===== src/rtl/wbe_pkg.sv =====
// Shared types and constants for the single-wire LED bit waveform encoder.
package wbe_pkg;

    localparam int COUNT_WIDTH = 12;
    localparam int REG_WIDTH   = 12;
    localparam int CMP_WIDTH   = ((COUNT_WIDTH > REG_WIDTH) ? COUNT_WIDTH : REG_WIDTH) + 1;
    localparam int ADDR_WIDTH  = 4;
    localparam int DATA_WIDTH  = 32;
    localparam int BIT_COUNT_W = 4;

    localparam logic [REG_WIDTH-1:0]   ZERO_HIGH_RESET = REG_WIDTH'(32);
    localparam logic [REG_WIDTH-1:0]   ONE_HIGH_RESET  = REG_WIDTH'(64);
    localparam logic [REG_WIDTH-1:0]   PERIOD_RESET    = REG_WIDTH'(100);
    localparam logic [BIT_COUNT_W-1:0] BITS_PER_BYTE   = BIT_COUNT_W'(8);

    typedef enum logic [1:0] {
        REG_ZERO_HIGH = 2'd0,
        REG_ONE_HIGH  = 2'd1,
        REG_PERIOD    = 2'd2
    } t_reg_idx;

    typedef struct packed {
        logic [REG_WIDTH-1:0] zero_high_ticks;
        logic [REG_WIDTH-1:0] one_high_ticks;
        logic [REG_WIDTH-1:0] bit_period_ticks;
    } t_cfg;

    typedef struct packed {
        logic underrun;
        logic busy_res;
        logic byte_taken;
        logic line_level;
    } t_result;

endpackage


===== src/rtl/wbe_cfg.sv =====
// APB register file holding the bit timing settings.
module wbe_cfg
    import wbe_pkg::*;
(
    input  logic                  i_clk,
    input  logic                  i_rst_n,
    input  logic                  psel,
    input  logic                  penable,
    input  logic                  pwrite,
    input  logic [ADDR_WIDTH-1:0] paddr,
    input  logic [DATA_WIDTH-1:0] pwdata,
    output logic [DATA_WIDTH-1:0] prdata,
    output logic                  pready,
    output t_cfg                  o_cfg
);

    t_cfg     r_cfg;
    t_cfg     n_cfg;
    t_reg_idx w_idx;
    logic     w_wr;

    assign w_idx  = t_reg_idx'(paddr[3:2]);
    assign w_wr   = psel && penable && pwrite;
    assign pready = 1'b1;
    assign o_cfg  = r_cfg;

    always_comb begin
        n_cfg = r_cfg;
        if (w_wr) begin
            unique case (w_idx)
                REG_ZERO_HIGH: n_cfg.zero_high_ticks  = pwdata[REG_WIDTH-1:0];
                REG_ONE_HIGH:  n_cfg.one_high_ticks   = pwdata[REG_WIDTH-1:0];
                REG_PERIOD:    n_cfg.bit_period_ticks = pwdata[REG_WIDTH-1:0];
                default: ;
            endcase
        end
    end

    always_comb begin
        unique case (w_idx)
            REG_ZERO_HIGH: prdata = DATA_WIDTH'(r_cfg.zero_high_ticks);
            REG_ONE_HIGH:  prdata = DATA_WIDTH'(r_cfg.one_high_ticks);
            REG_PERIOD:    prdata = DATA_WIDTH'(r_cfg.bit_period_ticks);
            default:       prdata = '0;
        endcase
    end

    always_ff @(posedge i_clk) begin
        if (!i_rst_n) begin
            r_cfg.zero_high_ticks  <= ZERO_HIGH_RESET;
            r_cfg.one_high_ticks   <= ONE_HIGH_RESET;
            r_cfg.bit_period_ticks <= PERIOD_RESET;
        end else begin
            r_cfg <= n_cfg;
        end
    end

endmodule


===== src/rtl/wbe_core.sv =====
// Bit timer, shift register and holding register; one tick per accepted item.
module wbe_core
    import wbe_pkg::*;
(
    input  logic       i_clk,
    input  logic       i_rst_n,
    input  t_cfg       i_cfg,
    input  logic       i_step,
    input  logic       i_byte_valid,
    input  logic [7:0] i_data_byte,
    input  logic       i_last_byte,
    output t_result    o_result
);

    logic [7:0]             r_shift, n_shift;
    logic [BIT_COUNT_W-1:0] r_bits,  n_bits;
    logic [COUNT_WIDTH-1:0] r_tick,  n_tick;
    logic [REG_WIDTH-1:0]   r_high,  n_high;
    logic [7:0]             r_hold,  n_hold;
    logic                   r_hfull, n_hfull;
    logic                   r_hlast, n_hlast;
    logic                   r_slast, n_slast;
    logic                   r_active, n_active;

    logic                   w_load;
    logic                   w_sending;
    logic                   w_end;
    logic [BIT_COUNT_W-1:0] w_bits_dec;
    logic [7:0]             w_shift_nx;
    logic [CMP_WIDTH-1:0]   w_tick_x;
    logic [CMP_WIDTH-1:0]   w_high_x;
    logic [CMP_WIDTH-1:0]   w_per_x;

    always_comb begin
        w_load = (!r_active || (r_bits == '0)) && r_hfull;

        n_shift  = w_load ? r_hold : r_shift;
        n_bits   = w_load ? BITS_PER_BYTE : r_bits;
        n_tick   = w_load ? '0 : r_tick;
        n_high   = r_high;
        if (w_load) begin
            n_high = r_hold[7] ? i_cfg.one_high_ticks : i_cfg.zero_high_ticks;
        end
        n_slast  = w_load ? r_hlast : r_slast;
        n_hfull  = w_load ? 1'b0 : r_hfull;
        n_hlast  = w_load ? 1'b0 : r_hlast;
        n_hold   = r_hold;
        n_active = w_load || r_active;

        w_sending  = n_active && (n_bits != '0);
        w_tick_x   = CMP_WIDTH'(n_tick);
        w_high_x   = CMP_WIDTH'(n_high);
        w_per_x    = CMP_WIDTH'(i_cfg.bit_period_ticks);
        w_end      = ((w_tick_x + CMP_WIDTH'(1)) >= w_per_x) || (&n_tick);
        w_bits_dec = n_bits - BIT_COUNT_W'(1);
        w_shift_nx = {n_shift[6:0], 1'b0};

        o_result.busy_res   = n_active;
        o_result.underrun   = n_active && (n_bits == '0);
        o_result.line_level = w_sending && (w_tick_x < w_high_x);

        if (w_sending) begin
            if (w_end) begin
                n_tick  = '0;
                n_shift = w_shift_nx;
                n_bits  = w_bits_dec;
                if (w_bits_dec != '0) begin
                    n_high = w_shift_nx[7] ? i_cfg.one_high_ticks : i_cfg.zero_high_ticks;
                end else if (n_slast) begin
                    n_active = 1'b0;
                    n_slast  = 1'b0;
                end
            end else begin
                n_tick = n_tick + COUNT_WIDTH'(1);
            end
        end

        o_result.byte_taken = i_byte_valid && !n_hfull;
        if (o_result.byte_taken) begin
            n_hold  = i_data_byte;
            n_hlast = i_last_byte;
            n_hfull = 1'b1;
        end
    end

    always_ff @(posedge i_clk) begin
        if (!i_rst_n) begin
            r_shift  <= '0;
            r_bits   <= '0;
            r_tick   <= '0;
            r_high   <= '0;
            r_hold   <= '0;
            r_hfull  <= 1'b0;
            r_hlast  <= 1'b0;
            r_slast  <= 1'b0;
            r_active <= 1'b0;
        end else if (i_step) begin
            r_shift  <= n_shift;
            r_bits   <= n_bits;
            r_tick   <= n_tick;
            r_high   <= n_high;
            r_hold   <= n_hold;
            r_hfull  <= n_hfull;
            r_hlast  <= n_hlast;
            r_slast  <= n_slast;
            r_active <= n_active;
        end
    end

endmodule


===== src/rtl/wbe_out.sv =====
// Result register with a one-entry skid stage.
module wbe_out
    import wbe_pkg::*;
(
    input  logic    i_clk,
    input  logic    i_rst_n,
    input  logic    i_push,
    input  t_result i_result,
    output logic    o_ready,
    output logic    o_valid,
    output t_result o_result,
    input  logic    i_take
);

    logic    r_out_valid, n_out_valid;
    logic    r_skid_valid, n_skid_valid;
    t_result r_out, n_out;
    t_result r_skid, n_skid;

    assign o_ready  = !r_skid_valid;
    assign o_valid  = r_out_valid;
    assign o_result = r_out;

    always_comb begin
        n_out_valid  = r_out_valid;
        n_skid_valid = r_skid_valid;
        n_out        = r_out;
        n_skid       = r_skid;
        if (r_out_valid && !i_take) begin
            if (i_push) begin
                n_skid       = i_result;
                n_skid_valid = 1'b1;
            end
        end else if (r_skid_valid) begin
            n_out        = r_skid;
            n_out_valid  = 1'b1;
            n_skid_valid = 1'b0;
        end else begin
            n_out       = i_result;
            n_out_valid = i_push;
        end
    end

    always_ff @(posedge i_clk) begin
        if (!i_rst_n) begin
            r_out_valid  <= 1'b0;
            r_skid_valid <= 1'b0;
        end else begin
            r_out_valid  <= n_out_valid;
            r_skid_valid <= n_skid_valid;
        end
    end

    always_ff @(posedge i_clk) begin
        r_out  <= n_out;
        r_skid <= n_skid;
    end

endmodule


===== src/rtl/ws2812_bit_waveform_encoder.sv =====
// Top level of the single-wire LED strip bit waveform encoder.
// Each input item is one tick of the waveform timer and yields exactly one result item;
// one item is accepted per cycle while s_axis_tready is high; its result is registered.
// While a result waits, a one-entry skid stage takes one more item; after that
// s_axis_tready stays low until m_axis_tready takes the waiting result.
// Input tdata carries data_byte, tuser carries byte_valid and tlast carries last_byte.
// A byte is held in a one-byte buffer and sent MSB first; each bit period lasts
// bit_period_ticks items, with the line high for zero_high_ticks or one_high_ticks.
// Timing registers sit at APB byte addresses 0x0, 0x4 and 0x8 and take effect
// at the next bit (the period length is read live).
module ws2812_bit_waveform_encoder
    import wbe_pkg::*;
(
    input  logic                  i_clk,
    input  logic                  i_rst_n,
    input  logic                  psel,
    input  logic                  penable,
    input  logic                  pwrite,
    input  logic [ADDR_WIDTH-1:0] paddr,
    input  logic [DATA_WIDTH-1:0] pwdata,
    output logic [DATA_WIDTH-1:0] prdata,
    output logic                  pready,
    input  logic                  s_axis_tvalid,
    output logic                  s_axis_tready,
    input  logic [7:0]            s_axis_tdata,   // [7:0] data_byte
    input  logic                  s_axis_tuser,   // [0] byte_valid
    input  logic                  s_axis_tlast,   // last_byte
    output logic                  m_axis_tvalid,
    input  logic                  m_axis_tready,
    output logic [7:0]            m_axis_tdata    // [0] line_level [1] byte_taken
                                                  // [2] busy_res [3] underrun, rest 0
);

    t_cfg    w_cfg;
    t_result w_core_res;
    t_result w_out_res;
    logic    w_step;

    assign w_step = s_axis_tvalid && s_axis_tready;

    wbe_cfg u_cfg (
        .i_clk   (i_clk),
        .i_rst_n (i_rst_n),
        .psel    (psel),
        .penable (penable),
        .pwrite  (pwrite),
        .paddr   (paddr),
        .pwdata  (pwdata),
        .prdata  (prdata),
        .pready  (pready),
        .o_cfg   (w_cfg)
    );

    wbe_core u_core (
        .i_clk        (i_clk),
        .i_rst_n      (i_rst_n),
        .i_cfg        (w_cfg),
        .i_step       (w_step),
        .i_byte_valid (s_axis_tuser),
        .i_data_byte  (s_axis_tdata),
        .i_last_byte  (s_axis_tlast),
        .o_result     (w_core_res)
    );

    wbe_out u_out (
        .i_clk    (i_clk),
        .i_rst_n  (i_rst_n),
        .i_push   (w_step),
        .i_result (w_core_res),
        .o_ready  (s_axis_tready),
        .o_valid  (m_axis_tvalid),
        .o_result (w_out_res),
        .i_take   (m_axis_tready)
    );

    assign m_axis_tdata = {4'b0000, w_out_res.underrun, w_out_res.busy_res,
                           w_out_res.byte_taken, w_out_res.line_level};

endmodule

===== config.mk =====
export PLATFORM = sky130hd
export DESIGN_NAME = ws2812_bit_waveform_encoder
export DESIGN_NICKNAME = d
export VERILOG_FILES = /design/src/rtl/wbe_pkg.sv /design/src/rtl/wbe_cfg.sv /design/src/rtl/wbe_core.sv /design/src/rtl/wbe_out.sv /design/src/rtl/ws2812_bit_waveform_encoder.sv
export SDC_FILE = /design/constraint.sdc
export NUM_CORES = 1
export LEC_CHECK = 0
export ABC_AREA = 1
export BUFFER_PORTS_ARGS = -buffer_cell sky130_fd_sc_hd__buf_2
export CORE_MARGIN = 3
export CORE_UTILIZATION = 45
export DETAILED_ROUTE_END_ITERATION = 8
export GPL_TIMING_DRIVEN = 0
export PLACE_DENSITY = 0.75
export SLEW_MARGIN = 30
export SYNTH_ARGS = -nofsm -noshare
export SYNTH_HDL_FRONTEND = slang
export SYNTH_SLANG_ARGS = --single-unit

===== constraint.sdc =====
create_clock -name i_clk -period 6.15 [get_ports i_clk]
set_clock_uncertainty 0.1 [all_clocks]
set_input_delay 0.9225 -clock i_clk [delete_from_list [all_inputs] [get_ports i_clk]]
set_output_delay 0.9225 -clock i_clk [all_outputs]
set_load 0.01 [all_outputs]

; ---- Word-level counts from Yosys, hierarchy flattened
; Cells that the tools add are included.
[totals]
ff_bits = 94
out_inout_bits = 43
input_bits = 53
[op_classes]
n_lt_le_gt_ge = 2
addsub = 3
mux = 30
n_eq_ne = 2
n_reduce_logical = 30
[ops]
columns = op, n
row1 = $mux 12, 9
row2 = $pmux 12 s3, 1
row3 = $mux 8, 3
row4 = $mux 4, 4
row5 = $reduce_and 2->1, 7
row6 = $add 12x1->13 const B, 1
row7 = $ge 13x12->1, 1
row8 = $mux 1, 13
row9 = $add 12x1->12 const B, 1
row10 = $lt 12x12->1, 1
row11 = $reduce_and 12->1, 1
row12 = $logic_and 1x1->1, 9
row13 = $logic_not 4->1, 2
row14 = $reduce_bool 4->1, 2
row15 = $logic_not 1->1, 4
row16 = $sub 4x1->4 const B, 1
row17 = $logic_or 1x1->1, 3
row18 = $eq 2x1->1 const B, 1
row19 = $eq 2x2->1 const B, 1
row20 = $logic_not 2->1, 1
row21 = $reduce_bool 2->1, 1

; ---- Depth between registers and ports, before layout
[logic_depth]
depth_word = 9
mapped_depth = 31

; ---- Hierarchy
; From an unflattened synthesis, not the netlist that was laid out.
[unflattened]
hier_cells = 928
area_unflattened_um2 = 6088.3
[modules_own_cells]
columns = mod, cells_each, area_each_um2, n_inst
row1 = wbe_core, 599, 3823.7, 1
row2 = wbe_cfg, 290, 1858.0, 1
row3 = wbe_out, 32, 365.4, 1
row4 = ws2812_bit_waveform_encoder, 7, 41.3, 1

; ---- Worst setup path after synthesis
; OpenSTA, ideal clock, no wires.
[synth_timing]
path_type = flip-flop to flip-flop
from = register u_core.r_bits[2]
to = register u_core.r_shift[3]
path_slack_ns = 2.558
arrival_ns = 3.369
path_stages_with_launch = 32
n_path_buf = 3
setup_time_ns = 0.123
period_less_slack_ns = 3.592
cell_sequence = dfxtp_1 > nor2_1 > nand2_2 > nand2_2 > nand2_4 > buf_12 > inv_4 > buf_4 > buf_2 > nor2_1 > ha_1 > nand3_1 > nor2_1 > nand2_1 > xor2_1 > ha_1 > nand2_1 > a21oi_1 > nor2_1 > nand2_1 > nor2_1 > nand2_1 > nand2_1 > nand2_1 > nand2_1 > nand2_8 > nand2_4 > nand2_2 > inv_2 > nand2_1 > nand2_1 > a21oi_1
[synth_via]
elab_chain_cells = 9
elab_cells_between_ends = 15
classes_between = add/sub: 1 / order compare: 1 / mux: 5 / reduce/logical: 8
[synth_rtl]
columns = element, line
row1 = start: declaration, wbe_core.sv:16  ; logic [BIT_COUNT_W-1:0] r_bits, n_bits;
row2 = start signal: assignment, wbe_core.sv:99  ; r_bits <= n_bits;
row3 = $logic_not 4->1, wbe_core.sv:35  ; w_load = (!r_active || (r_bits == '0)) && r_hfull;
row4 = $logic_or 1x1->1, wbe_core.sv:35
row5 = $logic_and 1x1->1, wbe_core.sv:35
row6 = $mux 12, wbe_core.sv:39  ; n_tick = w_load ? '0 : r_tick;
row7 = $add 12x1->13, wbe_core.sv:54  ; w_end = ((w_tick_x + CMP_WIDTH'(1)) >= w_per_x) || (&n_tick);
row8 = $ge 13x12->1, wbe_core.sv:54
row9 = $logic_or 1x1->1, wbe_core.sv:54
row10 = $mux 8, wbe_core.sv:63  ; if (w_end) begin
row11 = $mux 8 *, wbe_core.sv:62  ; if (w_sending) begin
row12 = end signal: assignment, wbe_core.sv:98  ; r_shift <= n_shift;
row13 = end: declaration, wbe_core.sv:15  ; logic [7:0] r_shift, n_shift;
; Every way passes the cells marked *; elsewhere a longest branch is shown, timed or not.
; A chain may end at the register's enable or synchronous reset.

; ---- Worst setup path after layout
[layout_timing]
from = register u_core.r_bits[2]
to = register u_core.r_tick[9]
[layout_via]
elab_chain_cells = 9
elab_cells_between_ends = 15
classes_between = add/sub: 2 / order compare: 1 / mux: 4 / reduce/logical: 8
[layout_rtl]
columns = element, line
row1 = $logic_not 4->1, wbe_core.sv:35
row2 = $logic_or 1x1->1, wbe_core.sv:35
row3 = $logic_and 1x1->1, wbe_core.sv:35
row4 = $mux 12, wbe_core.sv:39
row5 = $add 12x1->13, wbe_core.sv:54
row6 = $ge 13x12->1, wbe_core.sv:54
row7 = $logic_or 1x1->1, wbe_core.sv:54
row8 = $mux 12, wbe_core.sv:63
row9 = $mux 12 *, wbe_core.sv:62
row10 = end signal: assignment, wbe_core.sv:100  ; r_tick <= n_tick;
row11 = end: declaration, wbe_core.sv:17  ; logic [COUNT_WIDTH-1:0] r_tick, n_tick;
; Marked as above.

==> summary.json <==
{
  "largest_family_of_logic_cells_by_synthesized_area": "simple AND/OR/NAND/NOR gates",
  "die_outline_height_microns": 118,
  "synth-xor-area-share_pct": 1.71,
  "syn_to_final_growth_pct": 14.7,
  "cell_area_after_technology_mapping_sq_um": 5630,
  "globalRouteOverflowTotal": 0,
  "postCtsSetupBuffers": 0,
  "synthesis.area_per_instance_sq_um": 7.04,
  "cts_tree": "built",
  "drt_drc_violations_left": 0,
  "worst_pin_slew_ps": 673,
  "critical_path.endpoint_type": "flop",
  "tritoncts_buffer_count": 9,
  "yosys.cell_types.count": 42,
  "leading_register_cell_type_out_of_synthesis": "sky130_fd_sc_hd__dfxtp_1",
  "setup-violations-final": 0,
  "cts_sinks": 93,
  "cts-root-to-sink-buffers": 2,
  "drt_first_iter_violations": 460,
  "p_comb_share_pct": 18.6,
  "cts-root-buf": "sky130_fd_sc_hd__clkbuf_16",
  "vdd_ir_drop_max_mv": 0.128,
  "drv.max_cap_violation_count": 0,
  "holdWs_ps": 354,
  "synth_simple_gate_area_share_pct": 21.9,
  "longest_individual_stage_delay_on_the_worst_path_ps": 400,
  "wire_length_of_the_first_global_routing_pass_mm": 25.1,
  "critical-path-top-cell-by-count": "sky130_fd_sc_hd__nand2_1",
  "postSynth.asyncResetShare_pct": 0,
  "detailedPlacementHpwl_mm": 11.9,
  "synth_fa_ha_area_share_pct": 5.78,
  "cts_hold_buf": 0,
  "crit_fanout": 10,
  "final_antenna_net_count": 0,
  "post-route-min-period_ps": 4590,
  "fp.dieArea_sq_um": 13900,
  "grt_pass1_vias": 5138,
  "synth-seq-area-share_pct": 34.5,
  "power_density_nw_per_um2": 230,
  "dr_total_vias": 5529,
  "postRouteWirelength_mm": 15.8,
  "netlist_top_cells_count": "sky130_fd_sc_hd__nand2_1 (154), sky130_fd_sc_hd__inv_1 (99), sky130_fd_sc_hd__a21oi_1 (95)",
  "synth_top_area_share_pct": 30.2,
  "final_report_max_slew_violation_count": 0,
  "fin_tns_setup_ps": 0,
  "internal_power_w": 0.00105,
  "routed_wire_length_per_instance_microns": 15.0,
  "slew_headroom_pct": 55.1,
  "grt_setup_unrepaired": "no",
  "min_period_over_period_pct": 74.7,
  "insertedDiodeCount": 0,
  "initial_core_util_pct": 46.4,
  "timing.critical_path.from_type": "flop",
  "clk_transition_reported_paths_ps": 70,
  "fin_nets": 960,
  "synth_compound_gate_area_share_pct": 21.7,
  "multi_input_combinational_cell_area_sq_um": 2970,
  "cts_resized": 0,
  "synth_most_common_cell": "sky130_fd_sc_hd__nand2_1",
  "status": "finished clean",
  "rows": 40,
  "port_buffers": 48,
  "relative_contribution_of_sequential_cells_to_total_power_pct": 44.0,
  "grt_max_degree": 16,
  "gp_routability_congestion": 0.928,
  "holdCritPathClass": "flop to flop",
  "fillerInstances": 1180,
  "io_pins": 96,
  "cp_slowest_cell": "sky130_fd_sc_hd__dfxtp_1",
  "ratio_of_cells_with_drive_above_1_in_the_final_layout_pct": 14.9,
  "share_clk_of_total_power_pct": 37.4,
  "yosysWarnings": 0,
  "first_pass_iters": 5,
  "yosys.area.top_type": "sky130_fd_sc_hd__dfxtp_1",
  "synth.top_cells.by_area": "sky130_fd_sc_hd__dfxtp_1 (30%), sky130_fd_sc_hd__nand2_1 (10%), sky130_fd_sc_hd__a21oi_1 (8.5%), sky130_fd_sc_hd__o21ai_0 (7.7%), sky130_fd_sc_hd__inv_1 (6.6%)",
  "cp_class": "flop to flop",
  "h-tree-depth": 3,
  "finalHoldViolCount": 0,
  "register_area_sq_um": 1940,
  "critical_path_arrival_ps": 4770,
  "vias_per_cell": 5.25,
  "timing.rr.start": "u_core.r_bits[2]$_SDFFE_PN0P_",
  "grt_util_all_layers_pct": 22.3,
  "max_freq_ghz": 0.218,
  "worstPathRequired_ps": 6330,
  "hold_path.startpoint": "u_core.r_hold[0]$_SDFFE_PN0P_",
  "post_synth_inst_count": 799,
  "initial_antenna_violation_count": 0,
  "power.switching_w": 0.000437,
  "synth-edff-count": 8,
  "clkLatencyLatePin_ps": 350,
  "reg2reg_setup_slack_ps": 1560,
  "worst_setup_path_startpoint": "u_core.r_bits[2]$_SDFFE_PN0P_",
  "design.core.area_sq_um": 12100,
  "switching_share_pct": 29.4,
  "die_width_microns": 118,
  "post_synth_mux_area_share_pct": 0,
  "power.static_leakage_nw": 2.81,
  "synth-seq-cells": 93
}
[routing by layer]
metal	up-vias	part of all wire [%]	track usage (%)
li1	2766	-	-
met5	-	0	0
met2	216	47	36.1
met3	26	7.5	4.18
met4	0	2.0	8.57
met1	2521	44	29.6
[power by group through the flow]
stage | clock network, W | logic, W | registers [W]
floorplan | 0 | 0.000195 | 0.000666
global placement | 0 | 0.000266 | 0.000667
detailed placement | 0 | 0.000270 | 0.000667
CTS | 0.000558 | 0.000272 | 0.000654
global route | 0.000581 | 0.000310 | 0.000657
finish | 0.000556 | 0.000276 | 0.000654
[worst max-delay path, delay by kind of cell, from the launching register on]
family                   cells  cell delay (ps)
flip-flops                   1              400
adder cells (fa/ha/maj)      2              570
AND/OR/NAND/NOR             19             2340
buffers and inverters        4              610
XOR/XNOR                     1              320
AO/OA/AOI/OAI                2              170
[path summary, 6_finish.rpt]
path,end,cells past startpoint
setup reg to reg,u_core.r_tick[9]$_SDFFE_PN0P_,28
hold reg to reg,u_core.r_hold[0]$_SDFFE_PN0P_,2
setup / recovery,u_core.r_tick[9]$_SDFFE_PN0P_,28
hold / removal,u_core.r_hold[0]$_SDFFE_PN0P_,2
[flip-flops by register name, indices dropped and copies added, names as in the netlist, 4 cells and up]
signal,flops
u_cfg.o_cfg,36
u_out.o_result,4
u_core.r_shift,7
u_core.r_high,12
u_core.r_tick,12
u_core.r_bits,4
u_out.r_skid,4
u_core.r_hold,8
[layout by cell type (no fill, tap or decap), types with 4 or more instances in the layout]
master / instances
sky130_fd_sc_hd__o21ai_1: 4
sky130_fd_sc_hd__buf_4: 26
sky130_fd_sc_hd__edfxtp_1: 8
sky130_fd_sc_hd__o221ai_1: 12
sky130_fd_sc_hd__ha_1: 26
sky130_fd_sc_hd__inv_1: 99
sky130_fd_sc_hd__inv_2: 11
sky130_fd_sc_hd__clkbuf_1: 29
sky130_fd_sc_hd__nor2_2: 5
sky130_fd_sc_hd__o21ai_0: 87
sky130_fd_sc_hd__a21oi_1: 95
sky130_fd_sc_hd__clkbuf_16: 9
sky130_fd_sc_hd__xor2_1: 8
sky130_fd_sc_hd__nor2_1: 45
sky130_fd_sc_hd__nand2_2: 4
sky130_fd_sc_hd__dfxtp_1: 85
sky130_fd_sc_hd__conb_1: 25
sky130_fd_sc_hd__buf_2: 55
sky130_fd_sc_hd__nand3_1: 29
sky130_fd_sc_hd__nand2_1: 154
sky130_fd_sc_hd__nand4_1: 15
sky130_fd_sc_hd__o211ai_1: 17
[logic make-up (layout without fill, tap and decap cells)]
group | Yosys count | count (layout)
DFF | 93 | 93
AOI/OAI and AO/OA | 223 | 223
other | 2 | 25
adders and majority gates | 26 | 26
and+or+nand+nor | 268 | 268
buffers and inverters | 176 | 240
xor gates and xnor gates | 11 | 11
[stage by stage]
stage	worst slack (ps)	util, %	power (W)	cells	instance area, sq um
global placement	1710	50.9	0.000932	1038	6160
finish	1560	53.3	0.00149	1054	6450
CTS	1610	53.3	0.00148	1054	6450
detailed placement	1630	50.9	0.000938	1038	6160
global route	1210	53.3	0.00155	1054	6450
floorplan	2560	-	0.000860	822	5710
[final cells by class]
class                           count  share of cell area (%)
Buffer                             65                    5.91
Clock buffer                       10                    3.55
Clock inverter                      6                   0.989
Inverter                          111                    6.49
Multi-Input combinational cell    553                    46.0
Sequential cell                    93                    30.1
Tap cell                          168                    3.26
Timing Repair Buffer               48                    3.72
Note: power is estimated with default switching activity, not from simulation.
